<file path="src/sv/lfu_pkg.sv">
`default_nettype none
// ----------------------------------------------------------------------------
// lfu_pkg
// Shared types and constants for the LFU page replacement block.
// ----------------------------------------------------------------------------
package lfu_pkg;

    localparam int FRAME_COUNT = 4;
    localparam int FRAME_W     = $clog2(FRAME_COUNT);
    localparam int LEAF_COUNT  = 1 << FRAME_W;

    localparam int PAGE_W  = 16;
    localparam int COUNT_W = 16;
    localparam int STAMP_W = 32;
    localparam int FAULT_W = 16;
    localparam int INDEX_W = 4;
    localparam int KEY_W   = COUNT_W + STAMP_W;

    localparam logic [COUNT_W-1:0] COUNT_MAX = '1;
    localparam logic [STAMP_W-1:0] STAMP_MAX = '1;
    localparam logic [FAULT_W-1:0] FAULT_MAX = '1;

    typedef logic [FRAME_W-1:0] t_frame_idx;

    typedef struct packed {
        logic               valid;
        logic [PAGE_W-1:0]  page;
        logic [COUNT_W-1:0] count;
        logic [STAMP_W-1:0] stamp;
    } t_frame;

    typedef struct packed {
        t_frame_idx index;
    } t_victim;

endpackage
`default_nettype wire

</file>
<file path="src/sv/lfu_victim_sel.sv">
`default_nettype none
// ----------------------------------------------------------------------------
// lfu_victim_sel
// Picks the frame with the lowest use count, then oldest stamp, then lowest
// index, through a comparison tree over all frames.
// ----------------------------------------------------------------------------
module lfu_victim_sel (
    input  lfu_pkg::t_frame  i_frame [lfu_pkg::FRAME_COUNT],
    output lfu_pkg::t_victim o_victim
);
    import lfu_pkg::*;

    logic [KEY_W-1:0] node_key [2*LEAF_COUNT];
    t_frame_idx       node_idx [2*LEAF_COUNT];

    always_comb begin
        node_key[0] = '1;
        node_idx[0] = '0;
        // leaves; empty frames rank as count 0 and stamp 0
        for (int i = 0; i < LEAF_COUNT; i++) begin
            if (i < FRAME_COUNT) begin
                node_key[LEAF_COUNT+i] = i_frame[i].valid ?
                    {i_frame[i].count, i_frame[i].stamp} : '0;
            end else begin
                node_key[LEAF_COUNT+i] = '1;
            end
            node_idx[LEAF_COUNT+i] = t_frame_idx'(i);
        end
        // left child holds the lower indices, so it wins on a tie
        for (int n = LEAF_COUNT - 1; n >= 1; n--) begin
            if (node_key[2*n+1] < node_key[2*n]) begin
                node_key[n] = node_key[2*n+1];
                node_idx[n] = node_idx[2*n+1];
            end else begin
                node_key[n] = node_key[2*n];
                node_idx[n] = node_idx[2*n];
            end
        end
        o_victim.index = node_idx[1];
    end

endmodule
`default_nettype wire

</file>
<file path="src/sv/lfu_page_replacement_top.sv">
`default_nettype none
// ----------------------------------------------------------------------------
// lfu_page_replacement_top
// LFU page replacement over a small fully associative frame set, ties broken
// by oldest load, then lowest frame index.
// ----------------------------------------------------------------------------
// a taken request passes the input register, then the result register, to o_strobe
// throughput: one request per cycle; busy stays low, lookup and update of all
//   frames happen combinationally between the input and result registers
// reset: synchronous, active low; empties all frames, clears stamp and fault
//   counters; results cannot be held off by the receiver
module lfu_page_replacement_top (
    input  wire                           i_clk,
    input  wire                           i_rst_n,
    input  wire                           start,
    output logic                          busy,
    input  wire  [lfu_pkg::PAGE_W-1:0]    i_page_number,
    input  wire                           i_last_reference,
    output logic                          o_strobe,
    output logic                          o_hit,
    output logic [lfu_pkg::INDEX_W-1:0]   o_frame_index,
    output logic [lfu_pkg::FAULT_W-1:0]   o_fault_count,
    output logic                          o_sequence_end
);
    import lfu_pkg::*;

    // input register
    logic              r_req_valid;
    logic [PAGE_W-1:0] r_page;
    logic              r_last;

    // frame state
    t_frame               r_frame [FRAME_COUNT];
    t_frame               n_frame [FRAME_COUNT];
    logic [STAMP_W-1:0]   r_stamp, n_stamp;
    logic [FAULT_W-1:0]   r_fault_total, n_fault_total;

    // result register
    logic               r_res_strobe;
    logic               r_res_hit;
    logic [INDEX_W-1:0] r_res_index;
    logic [FAULT_W-1:0] r_res_fault;
    logic               r_res_end;

    logic       hit;
    t_frame_idx hit_idx;
    t_frame_idx sel_idx;
    t_victim    victim;

    assign busy = 1'b0;

    lfu_victim_sel u_victim_sel (
        .i_frame  (r_frame),
        .o_victim (victim)
    );

    always_comb begin
        hit     = 1'b0;
        hit_idx = '0;
        for (int i = FRAME_COUNT - 1; i >= 0; i--) begin
            if (r_frame[i].valid && (r_frame[i].page == r_page)) begin
                hit     = 1'b1;
                hit_idx = t_frame_idx'(i);
            end
        end
        sel_idx = hit ? hit_idx : victim.index;
    end

    always_comb begin
        n_frame       = r_frame;
        n_stamp       = r_stamp;
        n_fault_total = r_fault_total;
        if (r_req_valid) begin
            if (hit) begin
                if (r_frame[sel_idx].count != COUNT_MAX) begin
                    n_frame[sel_idx].count = r_frame[sel_idx].count + 1'b1;
                end
            end else begin
                n_frame[sel_idx].valid = 1'b1;
                n_frame[sel_idx].page  = r_page;
                n_frame[sel_idx].count = COUNT_W'(1);
                n_frame[sel_idx].stamp = r_stamp;
                if (r_stamp != STAMP_MAX) begin
                    n_stamp = r_stamp + 1'b1;
                end
                if (r_fault_total != FAULT_MAX) begin
                    n_fault_total = r_fault_total + 1'b1;
                end
            end
        end
    end

    always_ff @(posedge i_clk) begin
        if (!i_rst_n) begin
            r_req_valid   <= 1'b0;
            r_res_strobe  <= 1'b0;
            r_stamp       <= '0;
            r_fault_total <= '0;
            for (int i = 0; i < FRAME_COUNT; i++) begin
                r_frame[i] <= '0;
            end
        end else begin
            r_req_valid   <= start && !busy;
            r_res_strobe  <= r_req_valid;
            r_stamp       <= n_stamp;
            r_fault_total <= n_fault_total;
            for (int i = 0; i < FRAME_COUNT; i++) begin
                r_frame[i] <= n_frame[i];
            end
        end
    end

    // payload, no reset needed
    always_ff @(posedge i_clk) begin
        if (start && !busy) begin
            r_page <= i_page_number;
            r_last <= i_last_reference;
        end
        if (r_req_valid) begin
            r_res_hit   <= hit;
            r_res_index <= INDEX_W'(sel_idx);
            r_res_fault <= n_fault_total;
            r_res_end   <= r_last;
        end
    end

    assign o_strobe       = r_res_strobe;
    assign o_hit          = r_res_hit;
    assign o_frame_index  = r_res_index;
    assign o_fault_count  = r_res_fault;
    assign o_sequence_end = r_res_end;

    // every taken request yields a result strobe through the input and result registers
    a_req_to_result: assert property (@(posedge i_clk) disable iff (!i_rst_n)
        (i_rst_n && start && !busy) |-> ##2 o_strobe)
        else $error("request did not produce a result");

    // fault total never goes backwards
    a_fault_monotonic: assert property (@(posedge i_clk) disable iff (!i_rst_n)
        i_rst_n |=> (r_fault_total >= $past(r_fault_total)))
        else $error("fault total decreased");

    // a fault result always carries a non-zero fault count
    a_fault_nonzero: assert property (@(posedge i_clk) disable iff (!i_rst_n)
        (o_strobe && !o_hit) |-> (o_fault_count != '0))
        else $error("fault reported with zero fault count");

    // a hit never changes the fault total
    a_hit_no_fault: assert property (@(posedge i_clk) disable iff (!i_rst_n)
        (r_req_valid && hit) |=> (r_fault_total == $past(r_fault_total)))
        else $error("fault total moved on a hit");

endmodule
`default_nettype wire
</file>
<file path="config.mk">
export PLATFORM = sky130hd
export DESIGN_NAME = lfu_page_replacement_top
export DESIGN_NICKNAME = d
export VERILOG_FILES = /design/src/sv/lfu_pkg.sv /design/src/sv/lfu_victim_sel.sv /design/src/sv/lfu_page_replacement_top.sv
export SDC_FILE = /design/constraint.sdc
export NUM_CORES = 1
export LEC_CHECK = 0
export BUFFER_PORTS_ARGS = -buffer_cell sky130_fd_sc_hd__clkbuf_2
export CAP_MARGIN = 20
export CORE_MARGIN = 5
export CORE_UTILIZATION = 42
export CTS_CLUSTER_SIZE = 20
export DETAILED_ROUTE_END_ITERATION = 12
export PLACE_DENSITY = 0.68
export SLEW_MARGIN = 20
export SYNTH_ARGS = -nofsm -noshare
export SYNTH_HDL_FRONTEND = slang
export SYNTH_SLANG_ARGS = --single-unit
</file>
<file path="constraint.sdc">
create_clock -name i_clk -period 21.3 [get_ports i_clk]
set_input_delay 2.13 -clock i_clk [delete_from_list [all_inputs] [get_ports i_clk]]
set_output_delay 2.13 -clock i_clk [all_outputs]
set_load 0.1 [all_outputs]
</file>
; ---- After elaboration in Yosys (flattened, before gate mapping)
; Cells that the tools add are included.
; Widths: inputs -> output; s select.
[word_totals]
output_inout_bits = 24
regBits = 347
[op_classes]
n_reduce_logical = 7
mux = 39
n_lt_le_gt_ge = 5
n_eq_ne = 8
bitwise_logic = 2
n_addsub = 3
[op_table]
columns = operator, count
row1 = $bwmux 260, 5
row2 = $demux 65 s2, 4
row3 = $mux 260, 2
row4 = $mux 48, 9
row5 = $lt 48x48->1, 3
row6 = $bmux 65 s2, 1
row7 = $mux 65, 1
row8 = $eq 16x16->1, 4
row9 = $mux 64, 1
row10 = $mux 16, 3
row11 = $add 16x1->16 const B, 2
row12 = $add 32x1->32 const B, 1
row13 = $mux 32, 1
row14 = $ne 16x16->1 const B, 2
row15 = $ne 32x32->1 const B, 1
row16 = $mux 2, 6
row17 = $mux 1, 6
row18 = $logic_and 1x1->1, 5
row19 = $ge 3x3->1 const B, 1
row20 = $lt 3x1->1 const B, 1
row21 = $not 2->3, 1
row22 = $reduce_and 3->1, 1
row23 = $ne 2x1->1 const B, 1
row24 = $reduce_and 2->1, 1
row25 = $not 1->1, 1

; ---- Logic depth before layout (Yosys ltp)
; Gate-level depths: netlist (run 1).
[depth]
depth_word = 17
mapped_depth = 37

; ---- Cells and area by module
; Synthesis (run 1) repeated with hierarchy kept, for this count alone.
[hier_totals]
cells_unflattened = 2505
hier_area_um2 = 19681.4
[modules_own_cells]
columns = mod, seq_area_each_um2, cells_per_inst, area_each_um2, instances
row1 = lfu_page_replacement_top, 7317.0, 1710, 14635.3, 1
row2 = lfu_victim_sel, 0.0, 795, 5046.1, 1

; ---- Least setup slack after synthesis (run 1)
; No wires, ideal clock.
[synth_timing]
kind = register to register
startpoint = register r_frame[259] (netlist name)
endpoint = register r_frame[108] (netlist name)
path_slack_ns = 14.010
arrival_time_ns = 7.228
n_path_buf = 11
required_ns = 21.238
path_stages_with_launch = 35
cell_sequence = dfxtp_1 clkbuf_1 clkbuf_1 buf_1 nand2_1 ha_1 a21oi_1 o21ai_0 a221o_1 o31ai_1 and3_1 clkbuf_1 clkbuf_1 buf_1 a21oi_1 ha_1 a211oi_1 nand2_1 o221ai_1 a31oi_1 or3_1 o21a_1 a211oi_2 buf_6 buf_4 buf_2 buf_2 mux2i_1 a21oi_1 ha_1 nand3_2 o211ai_2 buf_6 or4_1 nand3_1
[synth_via]
elab_chain_len = 14
word_cells_on_any_way = 33
[synth_lines]
columns = item, line
row1 = start: declaration, lfu_page_replacement_top.sv:33  ; t_frame r_frame [FRAME_COUNT];
row2 = start signal: indexed assignment, lfu_page_replacement_top.sv:108  ; r_frame[i] <= n_frame[i];
row3 = $mux 48, lfu_victim_sel.sv:22  ; node_key[LEAF_COUNT+i] = i_frame[i].valid ?
row4 = $lt 48x48->1, lfu_victim_sel.sv:31  ; if (node_key[2*n+1] < node_key[2*n]) begin
row5 = $mux 48, lfu_victim_sel.sv:31
row6 = $lt 48x48->1, lfu_victim_sel.sv:31
row7 = $mux 2, lfu_victim_sel.sv:31
row8 = $mux 2 *, lfu_page_replacement_top.sv:66  ; sel_idx = hit ? hit_idx : victim.index;
row9 = named net sel_idx[1], lfu_page_replacement_top.sv:47  ; t_frame_idx sel_idx;
row10 = $not 2->3 (not written as such) *, -
row11 = "$bmux 65 s2, or another cell as far along", "lfu_page_replacement_top.sv:75, lfu_page_replacement_top.sv:76"
row12 = $mux 48 (not written as such) or $logic_and 1x1->1 (tied branches), "lfu_page_replacement_top.sv:75, lfu_page_replacement_top.sv:76, lfu_page_replacement_top.sv:81"
row13 = $mux 48 (on tied branches), "lfu_page_replacement_top.sv:75, lfu_page_replacement_top.sv:76, lfu_page_replacement_top.sv:81"
row14 = $add 16x1->16 or $demux 65 s2 (tied branches), "lfu_page_replacement_top.sv:76, lfu_page_replacement_top.sv:81"
row15 = $bwmux 260 (on tied branches), "lfu_page_replacement_top.sv:76, lfu_page_replacement_top.sv:81"
row16 = $mux 260 or $bwmux 260 (tied branches), "lfu_page_replacement_top.sv:75, lfu_page_replacement_top.sv:82"
row17 = $mux 260, lfu_page_replacement_top.sv:74  ; if (hit) begin
; The timed path passes the listed nets; every way through them passes the cells marked *. The select of a mux whose other input is x is not followed.
; A chain may end at the register's enable or synchronous reset.

; ---- Worst setup path in the final report (run 1)
[layout_timing]
startpoint = register r_frame[259] (netlist name)
endpoint = register r_frame[100] (netlist name)
[layout_via]
elab_chain_len = 14
word_cells_on_any_way = 33
[layout_lines]
columns = item, line
row1 = $mux 48, lfu_victim_sel.sv:22
row2 = $lt 48x48->1, lfu_victim_sel.sv:31
row3 = $mux 48, lfu_victim_sel.sv:31
row4 = $lt 48x48->1, lfu_victim_sel.sv:31
row5 = $mux 2, lfu_victim_sel.sv:31
row6 = $mux 2, lfu_page_replacement_top.sv:66
row7 = $not 2->3 (not written as such), -
row8 = "$bmux 65 s2, or another cell as far along", "lfu_page_replacement_top.sv:75, lfu_page_replacement_top.sv:76"
row9 = $mux 48 (not written as such) or $logic_and 1x1->1 (tied branches), "lfu_page_replacement_top.sv:75, lfu_page_replacement_top.sv:76, lfu_page_replacement_top.sv:81"
row10 = $mux 48 (on tied branches), "lfu_page_replacement_top.sv:75, lfu_page_replacement_top.sv:76, lfu_page_replacement_top.sv:81"
row11 = $add 16x1->16 or $demux 65 s2 (tied branches), "lfu_page_replacement_top.sv:76, lfu_page_replacement_top.sv:81"
row12 = $bwmux 260 (on tied branches), "lfu_page_replacement_top.sv:76, lfu_page_replacement_top.sv:81"
row13 = $mux 260 or $bwmux 260 (tied branches), "lfu_page_replacement_top.sv:75, lfu_page_replacement_top.sv:82"
row14 = $mux 260, lfu_page_replacement_top.sv:74
; Parallel ways exist; a longest one is shown, timed or not. The select of a mux whose other input is x is not followed.

==> impl_metrics.toml, run 1 <==
[sta]
setup_viol = 0
hold_viol = 0
drv_slew = 0
fin_setup_tns_ns = 0
finalCritPeriodShare_pct = 43.1
max_freq_mhz = 109
fin_crit_ns = 9.17
finClkSkew_ns = 0.0183
rsz0062_at_grt = "false"
relSlewSlack_pct = 26.6
worst_pin_slew_ns = 1.10

[cts]
clockBufferDepth = 3
cts_tree = "done"
cts-hold-fix-buffers = 0
clk_pin_slew_ns = 0.06
postCtsResizedCells = 0
insertion_delay_ns = 0.57
cts_buffers = 39
cts_setup_buffers = 0
cts_sinks = 347
cts_root_buf = "clkbuf_16"
htree_levels = 2

[power_and_ir_drop]
total_leakage_power_nw = 8.12
power.total_mw = 1.43
powerDensity_nw_per_um2 = 66.5
vdd_drop_max_mv = 0.0788

[drt]
wl_per_cell_um = 18.0
totalWireLength_mm = 56.4
first_iter_violations = 1458
first_pass_iters = 6
postRouteAntennaNets = 0
drcViolationCount = 0
dr_total_vias = 17614
avgViaCountPerCell = 5.63

[floorplanning]
die_h_um = 228
core_area_um2 = 46800
die_area_um2 = 51900
rows = 79
io_pins = 44
floorplan.initialDensity_pct = 42.6
die_width_um = 228

[place]
dp_hpwl_mm = 38.0
dpl_cell_area_um2 = 20300
place.gp.congestion = 0.916
io_buffers = 40

[grt]
grt_max_degree = 91
grt_use_total_pct = 20.9
grt_pass1_wl_mm = 89.8
grt_pass1_vias = 16692
antenna_found_initial = 0
grt-ovfl-total = 0

[worst_setup_path]
cp.arrival_ns = 9.64
slowest_delay_ns = 1.06
cp-start-kind = "register"
worst-path-buf-inv = 3
critPathSlowestCell = "dfxtp_2"
crit_cells = 29
ff2ff_setup_slack_ns = 12.13
cp-startpoint = "r_frame[259]$_SDFFE_PN0P_"
endpoint = "r_frame[100]$_SDFFE_PN0P_"
r2r-start = "r_frame[259]$_SDFFE_PN0P_"
critical-path-top-delay-family = "simple AND/OR/NAND/NOR gates"
critical_path_class = "register to register"
reg2regPathDepth = 29
endpoint_kind = "register"
required_ns = 21.77
critPathMaxFanout = 66
r2r-end = "r_frame[100]$_SDFFE_PN0P_"

[synth]
synthTopCellsByArea = "dfxtp_1 (31%), nand2_1 (12%), ha_1 (9.1%)"
synth_common_cells = "nand2_1 (632), dfxtp_1 (310), a21oi_1 (300)"
avgSynthCellArea_um2 = 7.75
synth_edf_count = 37
synth_most_common_cell = "nand2_1"
synth.largest_area_cell = "dfxtp_1"
netlist_instances = 2568
synth_warnings = 0
synth_top_area_share_pct = 31.2
synth_flop_cell = "dfxtp_1"
yosysSeqAreaShare_pct = 36.8
ys_ff_latch = 347
syn_area_um2 = 19900
async_flop_share_pct = 0
synth_cell_types = 74

[status]
status = "complete, no violations"

[final_layout]
final_cell_area_um2 = 21600
drive_above_1_share_pct = 6.46
utilization_pct = 46.1
n_antenna_cell = 0
area_growth_pct = 8.36
final_nets = 2657

[run]
drv_cap = 0

[worst_hold_path]
hp-class = "register to register"
==> worst reg2reg max path, delay by kind of cell (launching register included) <==
kind                       cells  cell delay, ns
DFF                            1            1.06
buffers and inverters          3            1.52
AOI/OAI and AO/OA              9            2.45
muxes                          1            0.17
adders and majority gates      3            0.96
and+or+nand+nor               13            2.93
==> cells by family after synthesis <==
kind of cell    share of synthesized area (%)
simple gates                             27.3
flops                                    36.8
compound gates                           14.3
mux                                      3.52
fa+ha+maj                                9.05
other cells                            0.0188
xor+xnor                                 4.71
buf+inv                                  4.28
==> sequential cells by signal, summed over array words and instances (netlist names) <==
signal          count
r_stamp            32
r_req_valid         1
o_fault_count      16
o_strobe            1
o_sequence_end      1
o_hit               1
r_fault_total      16
o_frame_index       2
r_frame           260
r_page             16
r_last              1
==> placed cells by master (no fill, tap or decap), drive strengths merged, types with 9 or more instances in the layout <==
master / netlist / final
a211oi: 12 / 12
a21o: 19 / 19
a21oi: 300 / 300
and2: 120 / 120
and3: 30 / 30
buf: 71 / 19
clkbuf: 106 / 95
clkinv: 3 / 13
dfxtp: 310 / 310
edfxtp: 37 / 37
ha: 144 / 144
inv: 11 / 14
mux2: 10 / 10
mux2i: 58 / 58
nand2: 633 / 633
nand2b: 13 / 13
nand3: 112 / 112
nand4: 53 / 53
nor2: 166 / 166
nor3: 25 / 25
nor4: 13 / 13
o211ai: 9 / 9
o21ai: 102 / 102
o31ai: 14 / 14
or3: 9 / 9
xnor2: 71 / 71
xor2: 36 / 36
==> layout make-up <==
cell class                 instances  area [um2]
fill                            4587       25200
multi-input combinational       2032       11800
sequential                       347        7320
clock buffer                      55        1140
tap                              607         759
timing repair buffer              59         343
clock inverter                    17         136
inverter                          14        60.1
==> how the worst min path moves through the flow <==
stage | from | endpoint | slack [ns] | cells after the start
after floorplan | r_last$_DFFE_PP_ | o_sequence_end$_DFFE_PP_ | 0.40 | 0
after global placement | r_last$_DFFE_PP_ | o_sequence_end$_DFFE_PP_ | 0.40 | 0
after detailed placement | r_last$_DFFE_PP_ | o_sequence_end$_DFFE_PP_ | 0.41 | 0
after CTS | r_last$_DFFE_PP_ | o_sequence_end$_DFFE_PP_ | 0.42 | 0
after global routing | r_last$_DFFE_PP_ | o_sequence_end$_DFFE_PP_ | 0.44 | 0
final | r_last$_DFFE_PP_ | o_sequence_end$_DFFE_PP_ | 0.42 | 0
==> routing by layer <==
layer | routed length [um] | track usage, % | vias to the layer above
met1 | 24900 | 27.8 | 8288
met2 | 25600 | 34.0 | 528
met4 | 2080 | 8.06 | 0
met3 | 3810 | 3.59 | 131
met5 | 0 | 0 | -
li1 | - | - | 8667
==> stage by stage <==
step | hold WS (ns) | instances | setup WS, ns
4_1_cts | 0.420 | 3131 | 12.23
5_1_grt | 0.436 | 3131 | 11.35
3_5_place_dp | 0.411 | 3059 | 12.27
2_1_floorplan | 0.400 | 2570 | 14.01
6_report | 0.418 | 3131 | 12.13
3_3_place_gp | 0.403 | 3059 | 12.56
==> power breakdown <==
| group | internal, mW | switching [mW] | total (mW) |
|---|---|---|---|
| Clock | 0.388 | 0.280 | 0.668 |
| Combinational | 0.0202 | 0.0625 | 0.0827 |
| Sequential | 0.669 | 0.0143 | 0.683 |
(Power assumes the default switching activity.)
==> run 2: changes to the inputs <==
PLACE_DENSITY = 0.7   (was 0.68)
clock period = 7.45 ns   (was 21.3 ns; I/O delays follow)
==> run 2 against run 1 <==
Net effect: final cell count rose by 0.80%; hold slack got worse by 0.069 ns; clock power rose to 3.0 times the previous value; via count rose by 3.0%; total power rose to 2.9 times the previous value; maximum frequency rose by 31%; sequential power rose to 2.9 times the previous value; critical path type unchanged; count of clock-buffer cells in the layout fell by 3; non-clock buffer count rose by 26; register-to-register slack got worse by 12 ns; global-route usage rose by 0.76 points.
==> impl_metrics.toml, run 2 (synthesized netlist as in run 1, its figures left out) <==
[floorplanning]
core_area_um2 = 46800
io_pins = 44
floorplan.initialDensity_pct = 42.6
die_h_um = 228
rows = 79
die_width_um = 228
die_area_um2 = 51900

[cts]
clockBufferDepth = 3
cts_buffers = 39
cts_setup_buffers = 0
htree_levels = 2
cts_sinks = 347
cts_root_buf = "clkbuf_16"
clk_pin_slew_ns = 0.06
insertion_delay_ns = 0.57
cts_tree = "done"

[worst_setup_path]
reg2regPathDepth = 28
endpoint_kind = "register"
cp.arrival_ns = 7.51
cp-startpoint = "r_frame[64]$_SDFFE_PN0P_"
r2r-start = "r_frame[64]$_SDFFE_PN0P_"
required_ns = 7.96
critPathSlowestCell = "or4_1"
critical_path_class = "register to register"
endpoint = "r_frame[43]$_SDFFE_PN0P_"
r2r-end = "r_frame[43]$_SDFFE_PN0P_"
cp-start-kind = "register"
slowest_delay_ns = 0.62
ff2ff_setup_slack_ns = 0.44
critPathMaxFanout = 51

[sta]
drv_slew = 0
hold_viol = 0
finalCritPeriodShare_pct = 94.1
fin_crit_ns = 7.01
worst_pin_slew_ns = 1.08
max_freq_mhz = 143
setup_viol = 0
fin_setup_tns_ns = 0
setup_ws_ns = 0.441
relSlewSlack_pct = 26.2
finClkSkew_ns = 0.0207
hold_slack_ns = 0.349

[final_layout]
final_common_cell = "nand2_1"
utilization_pct = 47.1
max_flop_register = "r_frame"
largest_reg_flops = 260
most-common-layout-cells = "nand2_1 (630), dfxtp_1 (306), a21oi_1 (300)"
n_antenna_cell = 0
reg_top3 = "r_frame (260), r_stamp (32)"
final_nets = 2683
area_growth_pct = 10.5
drive_above_1_share_pct = 7.65

[place]
dp_slack_ns = 0.124
dp_hpwl_mm = 41.2
io_buffers = 40
place.gp.congestion = 0.959

[grt]
grt-ovfl-total = 0
grt_pass1_vias = 16822
grt_use_total_pct = 21.6
grt_pass1_wl_mm = 93.3
grt_max_degree = 127
antenna_found_initial = 0

[run]
drv_cap = 0

[drt]
avgViaCountPerCell = 5.75
wl_per_cell_um = 18.6
postRouteAntennaNets = 0
first_pass_iters = 6
totalWireLength_mm = 58.8
first_iter_violations = 1809
drcViolationCount = 0
dr_total_vias = 18148

[power_and_ir_drop]
vdd_drop_max_mv = 0.150
powerDensity_nw_per_um2 = 190
total_leakage_power_nw = 8.28

[status]
status = "complete, no violations"

[worst_hold_path]
min_from = "i_page_number[9]"
hp-class = "primary input to register"
==> run 2: worst min path at each step <==
stage,slack [ns],endpoint,cells past startpoint
CTS,0.32,r_page[9]$_DFFE_PP_,1
detailed placement,0.41,o_sequence_end$_DFFE_PP_,0
global route,0.34,r_page[9]$_DFFE_PP_,1
finish,0.35,r_page[9]$_DFFE_PP_,1
floorplan,0.40,o_sequence_end$_DFFE_PP_,0
global placement,0.41,o_sequence_end$_DFFE_PP_,0
==> run 2: layout make-up <==
type / instances / area, um2
clock buffers: 52 / 1080
multi-input cells: 2032 / 11800
clock inverters: 19 / 223
inverters: 14 / 60.1
repair buffers: 85 / 708
flip-flops and latches: 347 / 7330
well taps: 607 / 759
fillers: 4538 / 24800
==> run 2: timing repair <==
| action | 4_1_cts | 5_1_grt |
|---|---|---|
| resized for setup | 0 | 18 |
| endpoints found under the setup margin | 0 | 216 |
| hold buffers | 0 | 0 |
==> run 2: per-layer routing <==
metal	global-route usage, %	routed length, um
met1	31.4	27100
met2	33.0	25500
met3	3.68	4800
met4	6.56	1460
met5	0	0
==> run 2: metrics by stage <==
| step | power [mW] | cell area [um2] | instances |
|---|---|---|---|
| after floorplan | 2.17 | 19900 | 2570 |
| after global placement | 2.25 | 20600 | 3085 |
| after detailed placement | 2.25 | 20600 | 3085 |
| after CTS | 4.22 | 21900 | 3156 |
| after global routing | 4.32 | 22000 | 3156 |
| final | 4.19 | 22000 | 3156 |
==> run 2: report_power, final <==
part	internal, mW	leakage, nW	switching [mW]	total [mW]
combinational	0.0700	4.81	0.195	0.265
sequential	1.91	2.84	0.0366	1.95
clock	1.16	0.625	0.814	1.98
==> run 2: critical path: cells and delay by family, from the launching register on <==
| family | cells | cell delay, ns |
|---|---|---|
| compound gates | 14 | 2.96 |
| flops | 1 | 0.51 |
| fa+ha+maj | 3 | 0.83 |
| buf+inv | 4 | 1.08 |
| simple gates | 7 | 1.53 |
